**config.mk**
```make
export PLATFORM = sky130hd
export DESIGN_NAME = width_budget_recency_list_core
export DESIGN_NICKNAME = d
export VERILOG_FILES = /design/src/hw/rtl/wbrl_pkg.sv /design/src/hw/rtl/wbrl_ctrl.sv /design/src/hw/rtl/wbrl_datapath.sv /design/src/hw/rtl/width_budget_recency_list_core.sv
export SDC_FILE = /design/constraint.sdc
export NUM_CORES = 2
export LEC_CHECK = 0
export ABC_AREA = 1
export BUFFER_PORTS_ARGS = -buffer_cell sky130_fd_sc_hd__buf_2
export CORE_MARGIN = 2
export CORE_UTILIZATION = 55
export CTS_BUF_LIST = sky130_fd_sc_hd__clkbuf_2
export DETAILED_ROUTE_END_ITERATION = 12
export GPL_TIMING_DRIVEN = 0
export PLACE_DENSITY = 0.71
export RECOVER_POWER = 25
export SYNTH_ARGS = -nofsm -noshare
export SYNTH_HDL_FRONTEND = slang
export SYNTH_SLANG_ARGS = --single-unit
export TNS_END_PERCENT = 10
```
**constraint.sdc**
```tcl
create_clock -name clk -period 13.2 [get_ports clk]
set_clock_uncertainty 0.15 [all_clocks]
set_input_delay 1.98 -clock clk [delete_from_list [all_inputs] [get_ports clk]]
set_output_delay 1.98 -clock clk [all_outputs]
set_load 0.05 [all_outputs]
```
**src/hw/rtl/wbrl_pkg.sv**
```systemverilog
// ----------------------------------------------------------------------------
// wbrl_pkg
// shared types and codes for the width budget recency list
// ----------------------------------------------------------------------------
package wbrl_pkg;

  localparam int CMD_W    = 2;
  localparam int ID_W     = 6;
  localparam int IN_WID_W = 16;
  localparam int BUDGET_W = 20;

  // command codes
  localparam logic [CMD_W-1:0] CMD_ADD    = 2'd0;
  localparam logic [CMD_W-1:0] CMD_REMOVE = 2'd1;
  localparam logic [CMD_W-1:0] CMD_REPORT = 2'd2;

  typedef enum logic [3:0] {
    S_IDLE,
    S_DISPATCH,
    S_UNL_RD,
    S_UNL,
    S_LINK_A,
    S_LINK_B,
    S_AWALK,
    S_EVICT,
    S_RSTART,
    S_RWALK
  } state_t;

  typedef enum logic [3:0] {
    OP_NONE,
    OP_LATCH,
    OP_RD_ID,
    OP_UNLINK,
    OP_LINK_A,
    OP_LINK_B,
    OP_AWALK,
    OP_EVICT,
    OP_RSTART,
    OP_RWALK
  } op_t;

  typedef struct packed {
    logic [CMD_W-1:0] cmd;
    logic             id_ok;
    logic             present;
    logic             at_nil;
    logic             over;
  } status_t;

endpackage

```
**src/hw/rtl/wbrl_ctrl.sv**
```systemverilog
// ----------------------------------------------------------------------------
// wbrl_ctrl
// sequencer for add, remove and report commands
// ----------------------------------------------------------------------------
module wbrl_ctrl (
  input  logic             clk,
  input  logic             rst_n,
  input  logic             start,
  output logic             busy,
  input  wbrl_pkg::status_t st,
  output wbrl_pkg::op_t    op
);
  import wbrl_pkg::*;

  state_t state_r, state_nxt;

  always_ff @(posedge clk) begin
    if (!rst_n) begin
      state_r <= S_IDLE;
    end else begin
      state_r <= state_nxt;
    end
  end

  always_comb begin
    state_nxt = state_r;
    op        = OP_NONE;
    unique case (state_r)
      S_IDLE: begin
        if (start) begin
          op        = OP_LATCH;
          state_nxt = S_DISPATCH;
        end
      end
      S_DISPATCH: begin
        state_nxt = S_IDLE;
        if (st.cmd == CMD_ADD && st.id_ok) begin
          state_nxt = st.present ? S_UNL_RD : S_LINK_A;
        end else if (st.cmd == CMD_REMOVE && st.id_ok && st.present) begin
          state_nxt = S_UNL_RD;
        end else if (st.cmd == CMD_REPORT) begin
          state_nxt = S_RSTART;
        end
      end
      S_UNL_RD: begin
        op        = OP_RD_ID;
        state_nxt = S_UNL;
      end
      S_UNL: begin
        op        = OP_UNLINK;
        state_nxt = (st.cmd == CMD_ADD) ? S_LINK_A : S_IDLE;
      end
      S_LINK_A: begin
        op        = OP_LINK_A;
        state_nxt = S_LINK_B;
      end
      S_LINK_B: begin
        op        = OP_LINK_B;
        state_nxt = S_AWALK;
      end
      S_AWALK: begin
        op = OP_AWALK;
        if (st.at_nil)    state_nxt = S_IDLE;
        else if (st.over) state_nxt = S_EVICT;
      end
      S_EVICT: begin
        op = OP_EVICT;
        if (st.at_nil) state_nxt = S_IDLE;
      end
      S_RSTART: begin
        op        = OP_RSTART;
        state_nxt = S_RWALK;
      end
      S_RWALK: begin
        op = OP_RWALK;
        if (st.at_nil || st.over) state_nxt = S_IDLE;
      end
      default: state_nxt = S_IDLE;
    endcase
  end

  assign busy = (state_r != S_IDLE);

endmodule

```
**src/hw/rtl/wbrl_datapath.sv**
```systemverilog
// ----------------------------------------------------------------------------
// wbrl_datapath
// link memories, presence bits, head pointer, walk registers and result regs
// ----------------------------------------------------------------------------
module wbrl_datapath #(
  parameter int NUM_IDS    = 64,
  parameter int WIDTH_BITS = 16
) (
  input  logic                          clk,
  input  logic                          rst_n,
  input  wbrl_pkg::op_t                 op,
  output wbrl_pkg::status_t             st,
  input  logic [wbrl_pkg::CMD_W-1:0]    in_cmd,
  input  logic [wbrl_pkg::ID_W-1:0]     in_entry_id,
  input  logic [wbrl_pkg::IN_WID_W-1:0] in_entry_width,
  input  logic                          cfg_we,
  input  logic [wbrl_pkg::BUDGET_W-1:0] cfg_wdata,
  output logic                          out_valid,
  output logic [wbrl_pkg::ID_W-1:0]     out_report_id,
  output logic                          out_list_empty,
  output logic                          out_last_of_report
);
  import wbrl_pkg::*;

  localparam int IDW = (NUM_IDS > 1) ? $clog2(NUM_IDS) : 1;
  localparam int LW  = $clog2(NUM_IDS + 1);
  localparam int SW  = (WIDTH_BITS + LW > BUDGET_W) ? WIDTH_BITS + LW : BUDGET_W;
  localparam logic [LW-1:0] NIL = LW'(NUM_IDS);

  // link and width memories
  logic [LW-1:0]         next_mem [NUM_IDS];
  logic [LW-1:0]         prev_mem [NUM_IDS];
  logic [WIDTH_BITS-1:0] wid_mem  [NUM_IDS];

  logic [NUM_IDS-1:0]    present_r;
  logic [CMD_W-1:0]      cmd_r;
  logic [ID_W-1:0]       id_r;
  logic [WIDTH_BITS-1:0] w_r;
  logic [BUDGET_W-1:0]   budget_r;
  logic [LW-1:0]         head_r, old_head_r, cur_r, pred_r;
  logic [LW-1:0]         rd_next_q, rd_prev_q;
  logic [WIDTH_BITS-1:0] rd_w_q;
  logic [SW-1:0]         sum_r;
  logic                  pend_valid_r;
  logic [IDW-1:0]        pend_id_r;

  logic [LW-1:0]         rd_addr, id_link;
  logic [SW-1:0]         sum_add;
  logic                  at_nil, over;
  logic [47:0]           w_ext;

  logic                  nw_en, pw_en, ww_en;
  logic [LW-1:0]         nw_addr, nw_data, pw_addr, pw_data;

  assign w_ext   = {32'b0, in_entry_width};
  assign id_link = LW'(id_r[IDW-1:0]);
  assign at_nil  = (cur_r == NIL);
  assign sum_add = sum_r + SW'(rd_w_q);
  assign over    = (sum_add > SW'(budget_r));

  assign st.cmd     = cmd_r;
  assign st.id_ok   = ({1'b0, id_r} < 7'(NUM_IDS));
  assign st.present = present_r[id_r[IDW-1:0]];
  assign st.at_nil  = at_nil;
  assign st.over    = over;

  // read address: walks follow the registered next link
  always_comb begin
    case (op)
      OP_RD_ID:             rd_addr = id_link;
      OP_LINK_B, OP_RSTART: rd_addr = head_r;
      default:              rd_addr = rd_next_q;
    endcase
  end

  // write ports
  always_comb begin
    nw_en   = 1'b0;
    nw_addr = rd_prev_q;
    nw_data = rd_next_q;
    pw_en   = 1'b0;
    pw_addr = rd_next_q;
    pw_data = rd_prev_q;
    ww_en   = 1'b0;
    case (op)
      OP_UNLINK: begin
        nw_en = (rd_prev_q != NIL);
        pw_en = (rd_next_q != NIL);
      end
      OP_LINK_A: begin
        nw_en   = 1'b1;
        nw_addr = id_link;
        nw_data = head_r;
        pw_en   = 1'b1;
        pw_addr = id_link;
        pw_data = NIL;
        ww_en   = 1'b1;
      end
      OP_LINK_B: begin
        pw_en   = (old_head_r != NIL);
        pw_addr = old_head_r;
        pw_data = id_link;
      end
      OP_AWALK: begin
        // cut the list after the last entry that fits
        nw_en   = !at_nil && over && (pred_r != NIL);
        nw_addr = pred_r;
        nw_data = NIL;
      end
      default: ;
    endcase
  end

  always_ff @(posedge clk) begin
    if (nw_en) next_mem[nw_addr[IDW-1:0]] <= nw_data;
    if (pw_en) prev_mem[pw_addr[IDW-1:0]] <= pw_data;
    if (ww_en) wid_mem[id_r[IDW-1:0]]     <= w_r;
    rd_next_q <= next_mem[rd_addr[IDW-1:0]];
    rd_prev_q <= prev_mem[rd_addr[IDW-1:0]];
    rd_w_q    <= wid_mem[rd_addr[IDW-1:0]];
    cur_r     <= rd_addr;
  end

  // payload registers
  always_ff @(posedge clk) begin
    if (op == OP_LATCH) begin
      cmd_r <= in_cmd;
      id_r  <= in_entry_id;
      w_r   <= w_ext[WIDTH_BITS-1:0];
    end
    if (op == OP_LINK_A) old_head_r <= head_r;
    case (op)
      OP_LINK_B, OP_RSTART: begin
        sum_r     <= '0;
        pred_r    <= NIL;
      end
      OP_AWALK: begin
        if (!at_nil && !over) begin
          sum_r  <= sum_add;
          pred_r <= cur_r;
        end
      end
      OP_RWALK: begin
        if (!at_nil && !over) begin
          sum_r     <= sum_add;
          pend_id_r <= cur_r[IDW-1:0];
        end
      end
      default: ;
    endcase
  end

  // control state
  always_ff @(posedge clk) begin
    if (!rst_n) begin
      present_r          <= '0;
      head_r             <= NIL;
      budget_r           <= '0;
      pend_valid_r       <= 1'b0;
      out_valid          <= 1'b0;
      out_report_id      <= '0;
      out_list_empty     <= 1'b0;
      out_last_of_report <= 1'b0;
    end else begin
      out_valid <= 1'b0;
      if (cfg_we) budget_r <= cfg_wdata;
      case (op)
        OP_UNLINK: begin
          if (rd_prev_q == NIL) head_r <= rd_next_q;
          present_r[id_r[IDW-1:0]] <= 1'b0;
        end
        OP_LINK_A: begin
          present_r[id_r[IDW-1:0]] <= 1'b1;
          head_r                   <= id_link;
        end
        OP_AWALK: begin
          if (!at_nil && over) begin
            present_r[cur_r[IDW-1:0]] <= 1'b0;
            if (pred_r == NIL) head_r <= NIL;
          end
        end
        OP_EVICT: begin
          if (!at_nil) present_r[cur_r[IDW-1:0]] <= 1'b0;
        end
        OP_RSTART: pend_valid_r <= 1'b0;
        OP_RWALK: begin
          if (at_nil || over) begin
            out_valid          <= 1'b1;
            out_report_id      <= pend_valid_r ? ID_W'(pend_id_r) : '0;
            out_list_empty     <= !pend_valid_r;
            out_last_of_report <= 1'b1;
          end else begin
            out_valid          <= pend_valid_r;
            out_report_id      <= ID_W'(pend_id_r);
            out_list_empty     <= 1'b0;
            out_last_of_report <= 1'b0;
            pend_valid_r       <= 1'b1;
          end
        end
        default: ;
      endcase
    end
  end

endmodule

```
**src/hw/rtl/width_budget_recency_list_core.sv**
```systemverilog
// ----------------------------------------------------------------------------
// width_budget_recency_list_core
// most-recent-first id list with a total width budget
// ----------------------------------------------------------------------------
// usage
//   command channel: an item (in_cmd, in_entry_id, in_entry_width) is taken
//   when start is high and busy is low
//   add: drops any old entry of the id, puts the new one at the front, then
//   walks from the front summing widths and evicts the first entry past
//   cfg budget and everything behind it
//   remove: unlinks the id if present; add and remove give no result
//   report: one result per listed id, most recent first, until the running
//   width would pass the budget; out_last_of_report marks the final one and
//   a report with nothing to list gives one result with out_list_empty set
// timing
//   results appear on out_* for one cycle each, marked by out_valid, in
//   consecutive cycles; the receiver cannot stall them
//   remove: reads the id's links, then unlinks it; add: unlinks any old entry,
//   links the id at the front, then walks; report: loads the head, then walks
//   the walk speed is set by the registered read port of the link memory,
//   one linked entry per cycle
// reset
//   synchronous, active low: list empty, budget zero, no item pending;
//   the link and width memories need no clearing
//   cfg_wdata is written whenever cfg_we is high; write only while idle
// ----------------------------------------------------------------------------
module width_budget_recency_list_core #(
  parameter int NUM_IDS    = 64,
  parameter int WIDTH_BITS = 16
) (
  input  logic                          clk,
  input  logic                          rst_n,
  input  logic                          start,
  output logic                          busy,
  input  logic [wbrl_pkg::CMD_W-1:0]    in_cmd,
  input  logic [wbrl_pkg::ID_W-1:0]     in_entry_id,
  input  logic [wbrl_pkg::IN_WID_W-1:0] in_entry_width,
  input  logic                          cfg_we,
  input  logic [wbrl_pkg::BUDGET_W-1:0] cfg_wdata,
  output logic                          out_valid,
  output logic [wbrl_pkg::ID_W-1:0]     out_report_id,
  output logic                          out_list_empty,
  output logic                          out_last_of_report
);
  import wbrl_pkg::*;

  op_t     op;
  status_t st;

  // sequencer: one state per step of a command
  wbrl_ctrl u_ctrl (
    .clk   (clk),
    .rst_n (rst_n),
    .start (start),
    .busy  (busy),
    .st    (st),
    .op    (op)
  );

  // memories, head pointer, walk sum and result registers
  wbrl_datapath #(
    .NUM_IDS    (NUM_IDS),
    .WIDTH_BITS (WIDTH_BITS)
  ) u_dp (
    .clk                (clk),
    .rst_n              (rst_n),
    .op                 (op),
    .st                 (st),
    .in_cmd             (in_cmd),
    .in_entry_id        (in_entry_id),
    .in_entry_width     (in_entry_width),
    .cfg_we             (cfg_we),
    .cfg_wdata          (cfg_wdata),
    .out_valid          (out_valid),
    .out_report_id      (out_report_id),
    .out_list_empty     (out_list_empty),
    .out_last_of_report (out_last_of_report)
  );

endmodule

```
## Yosys cells after proc, flatten, opt, wreduce, memory -nomap -nowiden

Memory sizes are Yosys's and may differ from the RTL's. A register that Yosys moved wholly into a read port is not among the register bits.
Index checks and enable logic that the tools add are counted.

- Bits in registers: 179
- Memory bits (writable): 1920
- Bits of input ports: 48
- Output and inout port bits: 10
- Logic and storage cells: 148
- Memories kept: 3

Memories:

| name | depth | bits a word | rd ports | clocked after Yosys merged registers in | write ports | RTL line | text |
|---|---|---|---|---|---|---|---|
| u_dp.wid_mem | 64 | 16 | 1 | 1 | 1 | wbrl_datapath.sv:33 | `logic [WIDTH_BITS-1:0] wid_mem [NUM_IDS];` |
| u_dp.next_mem | 64 | 7 | 1 | 1 | 1 | wbrl_datapath.sv:31 | `logic [LW-1:0] next_mem [NUM_IDS];` |
| u_dp.prev_mem | 64 | 7 | 1 | 1 | 1 | wbrl_datapath.sv:32 | `logic [LW-1:0] prev_mem [NUM_IDS];` |

- Add/subtract/negate cells: 1
- Order comparisons: 5
- Equality and inequality tests: 38
- Mux-type cells: 51
- Bitwise logic cells: 5
- Reduce and logical (&&, ||, !) cells: 28

Operators with widths:

| cell | count |
|---|---|
| one-hot mux 64 bit (4 select lines) | 1 |
| AND 64 bit | 2 |
| two-way mux 64 bit | 2 |
| NOT 64 bit | 2 |
| bitwise OR 64 bit | 1 |
| one-hot mux 7 bit (2 select lines) | 4 |
| one-hot mux 23 bit (2 select lines) | 1 |
| one-hot mux 4 bit (10 select lines) | 1 |
| one-hot mux 4 bit (9 select lines) | 1 |
| == test 4 x 3 -> 1 bit, second input constant | 8 |
| two-way mux 4 bit | 8 |
| two-way mux 7 bit | 4 |
| != test 7 bit, second input constant | 4 |
| one-hot mux 6 bit (2 select lines) | 2 |
| adder 23 x 16 -> 23 bit | 1 |
| greater-than comparator 23 x 20 -> 1 bit | 1 |
| two-way mux 23 bit | 1 |
| == test 7 bit, second input constant | 3 |
| one-hot mux 7 bit (3 select lines) | 1 |
| == test 4 x 2 -> 1 bit, second input constant | 4 |
| == test 4 bit, second input constant | 4 |
| two-way mux 1 bit | 15 |
| less-than comparator 6 x 7 -> 1 bit, second input constant | 2 |
| != test 2 x 1 -> 1 bit, second input constant | 7 |
| other kinds (24) | 48 |

## Longest topological paths before layout

- Depth after elaboration: 8
- Gate-level depth with buffers: 31
- Mapped depth without buffers: 29

## Modules after synthesis

Synthesis repeated with hierarchy kept, for this count alone.

- Cells, all modules: 7746
- Area, all modules: 90483.0 µm²

By module, submodules not included:

| module | times used | cells an instance | area an instance (µm²) | seq. area each (µm²) |
|---|---|---|---|---|
| wbrl_datapath | 1 | 7675 | 90098.9 | 62429.9 |
| wbrl_ctrl | 1 | 71 | 384.1 | 80.1 |

## Least setup slack after synthesis

No wires, ideal clock.

- Path type: register to register
- Start point: register u_dp.sum_r[0]
- End point: register u_dp.sum_r[0], enable pin
- Setup time: 0.435 ns
- Arrival time: 4.512 ns
- Slack: 8.103 ns
- Stages on the path, launching flop included: 26
- Buffers on the path: 0
- Period minus slack after synthesis: 5.097 ns
- Cell sequence: edfxtp_1 > ha_1 > inv_1 > fa_1 > inv_1 > nand3_1 > nand2_1 > nand2_1 > a21boi_0 > nor2_1 > o31ai_1 > xor2_1 > ha_1 > nand2_1 > inv_1 > nand2_1 > nand2_1 > a21oi_1 > nand2_1 > nand2_1 > nand2_1 > nand2_1 > nand2_1 > nand2_1 > nand3_1 > o21ai_0

- Cells in the longest elaborated chain, start to end: 6

RTL lines:

| element | RTL line | text |
|---|---|---|
| start: declaration | wbrl_datapath.sv:43 | `logic [SW-1:0] sum_r;` |
| start signal: assignment | wbrl_datapath.sv:139 | `sum_r <= sum_add;` |
| start signal: assignment | wbrl_datapath.sv:145 | `sum_r <= sum_add;` |
| adder 23 x 16 -> 23 bit | wbrl_datapath.sv:58 | `assign sum_add = sum_r + SW'(rd_w_q);` |
| named net u_dp.sum_add[14] | wbrl_datapath.sv:48 | `logic [SW-1:0] sum_add;` |
| greater-than comparator 23 x 20 -> 1 bit | wbrl_datapath.sv:59 | `assign over = (sum_add > SW'(budget_r));` |
| logical NOT 1 bit | wbrl_datapath.sv:138, wbrl_datapath.sv:144 |  |
| logical AND 1 bit | wbrl_datapath.sv:138, wbrl_datapath.sv:144 |  |
| != test 2 x 1 -> 1 bit (no source line) | -- |  |
| AND reduction 2 bit (no source line) | -- |  |

The timed path passes the listed nets, and every way through them passes these cells.
A chain may end at the register's enable or synchronous reset.

## Worst setup path in the final report

- Start point: register u_dp.rd_w_q[0] (read register of u_dp.wid_mem)
- End point: memory u_dp.next_mem[43][3] (netlist bit), enable pin

- Cells in the longest elaborated chain, start to end: 7

RTL lines:

| element | RTL line | text |
|---|---|---|
| start: declaration | wbrl_datapath.sv:42 | `logic [WIDTH_BITS-1:0] rd_w_q;` |
| adder 23 x 16 -> 23 bit | wbrl_datapath.sv:58 |  |
| named net u_dp.sum_add[14] | wbrl_datapath.sv:48 |  |
| greater-than comparator 23 x 20 -> 1 bit | wbrl_datapath.sv:59 |  |
| logical AND 1 bit (2 in series) | wbrl_datapath.sv:106 | `nw_en = !at_nil && over && (pred_r != NIL);` |
| one-hot mux 1 bit (3 select lines) | wbrl_datapath.sv:85 | `case (op)` |
| two-way mux 1 bit | wbrl_datapath.sv:115 | `if (nw_en) next_mem[nw_addr[IDW-1:0]] <= nw_data;` |
| two-way mux 1 bit (implied by the code) | wbrl_datapath.sv:115 |  |
| end: declaration | wbrl_datapath.sv:31 |  |

The timed path passes the listed nets, and every way through them passes these cells.

==> impl_summary.md <==
STA
For this run, the top clock speed supported by timing is 0.140 GHz. After layout, the worst path uses a little over half of the clock period. The final hold violation count is 0. The final count of negative-setup-slack endpoints is 0.

The least setup slack across all paths after layout is 6080 ps. After layout, the minimum clock period comes to a little over 7000 ps. The number of pins exceeding their max-slew limit in the final report is 41. Measured against its own limit, the worst slew margin works out to -2.04%. The worst-margin pin slew is 1530 ps. Setup repair after global routing left no endpoint under its margin.

The total negative slack for setup checks is 0 ps.

Yosys
The commonest cells after synthesis are edfxtp_1 (1987), nand2_1 (1499), nand3_1 (1013). For this run, the register share of the synthesized area comes to 69.4%. In this run, synthesis inferred 1987 flip-flops with an integrated enable.

Dividing the synthesized area by the synthesized cell count gives 11.4 um^2. The number of distinct library cell variants in the gate-level netlist after synthesis is 54. After synthesis the cells add up to 90100 um^2. The number of synthesized register bits is around 2100. Of the post-synthesis cell area, the dominant cell type holds 66.2%. Ranked by total cell area, the synthesized netlist is headed by edfxtp_1 (66%), nand2_1 (6.2%), nand3_1 (5.6%), o211ai_1 (4.0%), nor2_1 (3.5%). In the post-synthesis netlist, the cell with the most instances is edfxtp_1.

In the synthesized netlist the dominant register cell turns out to be edfxtp_1. For this run, asynchronously set or reset flops after synthesis account for 0%. The cell count after synthesis came out at 7888. The largest total area in the synthesized netlist belongs to edfxtp_1. The number of nets produced by synthesis is around 8000. The Yosys step of the flow raised 0 warnings.

Worst setup path
The slowest cell on the critical path is nand4_1. The kind of capture point of the worst setup path is a flop. The largest stage delay on the critical path is 1180 ps. At the worst endpoint, the arrival time is between 8000 and 9000 ps. Data on the critical path is required at its endpoint by 14500 ps. The launch point of the critical path is u_dp.rd_w_q[0]. The most used cell along the critical path is nand2_1. The worst setup path is launched from a flop.

The critical path is of the flop to flop type. The startpoint of the worst-slack reg-to-reg timing path is u_dp.rd_w_q[0]. Of all nets on the critical path, the largest fanout is 8.

Die
For this configuration, the core starts out at a cell density of roughly 55%. The chip width is a little over 400 um. slightly below 60 I/O pins were placed. The die covers 167000 um^2. Row generation in the floorplan step produced about 150 rows. The core outline area is 163000 um^2. The y dimension of the die is 409 um.

Cells and area
The final cell count without fillers is 11175. The combined flip-flop and latch cell area is about 63000 um^2. The share of cells above drive strength 1 is 17.0%. The post-route core utilization is 61.6%. The synthesis-to-finish area growth is 11.3%. The net count of the finished layout is a little under 9000. Summing all multi-input logic gate instances after layout gives 24700 um^2.

The fill cell total of the finished layout is 13104.

Detailed routing
In the routed design, unresolved DRC markers number 0. Dividing the detail-routed via count by the number of cells gives 6.13. The average routed wire per standard cell is 26.9 um.

The detail route stage leaves a number of antenna-violating nets equal to 0. The total number of vias is 68510. The number of detailed-routing iterations run before antenna repair is 7. The first-iteration detailed-routing DRC count is 10893.

The final wirelength is between 300 and 400 mm.

GRT
The global-route total usage across every layer is 35.3%. The via count of the first global-routing pass is 65104. The maximum number of pins on one net before global-route repair is 34. For this run, global-route usage on met2 was measured as 51.7%. The met1 usage is 44.9%. The final global-route overflow total is 0. The met3 track demand over resource in global routing is a little over an eighth.

The first-pass GRT wire length is 426 mm. The most used routing layer is met2. The initial antenna violation count came to 29.

Clocking
The number of gates resized after CTS was 0. The tree is rooted in a clkbuf_2. At the later pin of the worst-skew pair, clock insertion delay measures 2050 ps. The number of sinks driven by the clock tree is about 2100. The TritonCTS buffer count is 551. TritonCTS built the clock tree. The H-tree was split into 6 levels. The clock-pin slew of the registers on the worst-case setup and hold paths is 120 ps. In this run the deepest clock path goes through 4 buffers.

Status
The flow ran to the end, but the final reports show violations. The checks that failed: max-capacitance violations, max-slew violations.

Placed design
After detailed placement, the design holds a cell count of 10241. The placement-stage worst setup slack is 6640 ps. The HPWL after detailed placement is 212 mm.

The global placer's final weighted congestion is between 1 and 1.5. The count of buffers inserted at the top-level ports is 56.

Run
The number of maximum-capacitance violations is 4.

Min path
In this run the worst hold path is classified as input port to flop. The worst hold path begins at cfg_wdata[6].
## cell families (layout without fill, tap and decap cells)
group	Yosys count	after routing	share of synthesized area [%]
buf+inv	790	1883	3.64
flops	2129	2129	69.4
fa+ha+maj	37	37	0.522
xor+xnor	16	16	0.156
simple gates	3849	3849	18.8
other cells	0	19	0
compound gates	1067	1067	7.51
## final cells by class
| type | count | share of cell area [%] |
|---|---|---|
| Buffer | 499 | 2.18 |
| Timing Repair Buffer | 197 | 2.34 |
| Multi-Input combinational cell | 4969 | 24.7 |
| Clock inverter | 127 | 0.791 |
| Antenna cell | 19 | 0.0474 |
| Tap cell | 2175 | 2.71 |
| Clock buffer | 769 | 3.84 |
| Sequential cell | 2129 | 62.3 |
| Inverter | 291 | 1.09 |
## per-layer routing
layer	wire length, um	vias up
met4	19600	14
met3	45100	1019
met1	107000	32591
li1	-	29869
met2	130000	5017
met5	109	-
## critical path: cells and delay by family, from the launching register on
kind                     cells  cell delay [ps]
XOR/XNOR                     1              170
AO/OA/AOI/OAI                2              520
flip-flops                   1              320
adder cells (fa/ha/maj)      3              840
buffers and inverters        3              240
AND/OR/NAND/NOR             19             4290
## placed cells by master, fill, tap and decap left out, drive strengths merged, types with 2 or more instances in the layout
cell type and instances:
nand3b 3, buf 419, clkinvlp 3, o211ai 483, nand3 1016, or2 422, o21ai 281, clkbuf 1027
diode 19, nor2 851, nor3 26, bufinv 11, dlygate4sd3 19, a22oi 6, a21oi 193, ha 36
dfxtp 142, o22ai 77, nand4 23, nand2 1501, a31o 3, o21bai 2, a31oi 4, nor4 5
a221oi 3, inv 302, edfxtp 1987, xor2 13, o32ai 3, a211oi 5, xnor2 3, clkinv 102
## path summary, 6_finish.rpt
| path | endpoint | slack [ps] | depth (start not counted) |
|---|---|---|---|
| hold reg to reg | u_dp.old_head_r[4] | 320 | 0 |
| setup reg to reg | u_dp.next_mem[43][3] | 6080 | 28 |
| hold / removal | u_dp.budget_r[6] | 110 | 3 |
| setup / recovery | u_dp.next_mem[43][3] | 6080 | 28 |
## through the flow
stage               area (um^2)  hold WS [ps]
finish                   100000           108
global route             100000          78.8
CTS                      101000          4.31
detailed placement        96300           304
global placement          93100           299
floorplan                 90100           280
## registers in the layout, summed over array words and instances (netlist names), 7 cells and up
signal           cells
u_dp.budget_r       20
u_dp.cur_r           7
u_dp.head_r          7
u_dp.next_mem      448
u_dp.old_head_r      7
u_dp.pred_r          7
u_dp.present_r      64
u_dp.prev_mem      448
u_dp.rd_next_q       7
u_dp.rd_prev_q       7
u_dp.rd_w_q         16
u_dp.sum_r          23
u_dp.w_r            16
u_dp.wid_mem      1024
## what timing repair did
item / in CTS / in global routing
hold buffers: 19 / 0
setup buffers: 0 / 0
endpoints found under the setup margin: 0 / 0
hold endpoints to repair: 19 / 0
Power is left out: the tool's default activity adds up to more than one toggle a clock period on the data nets, which glitch-free logic cannot reach.
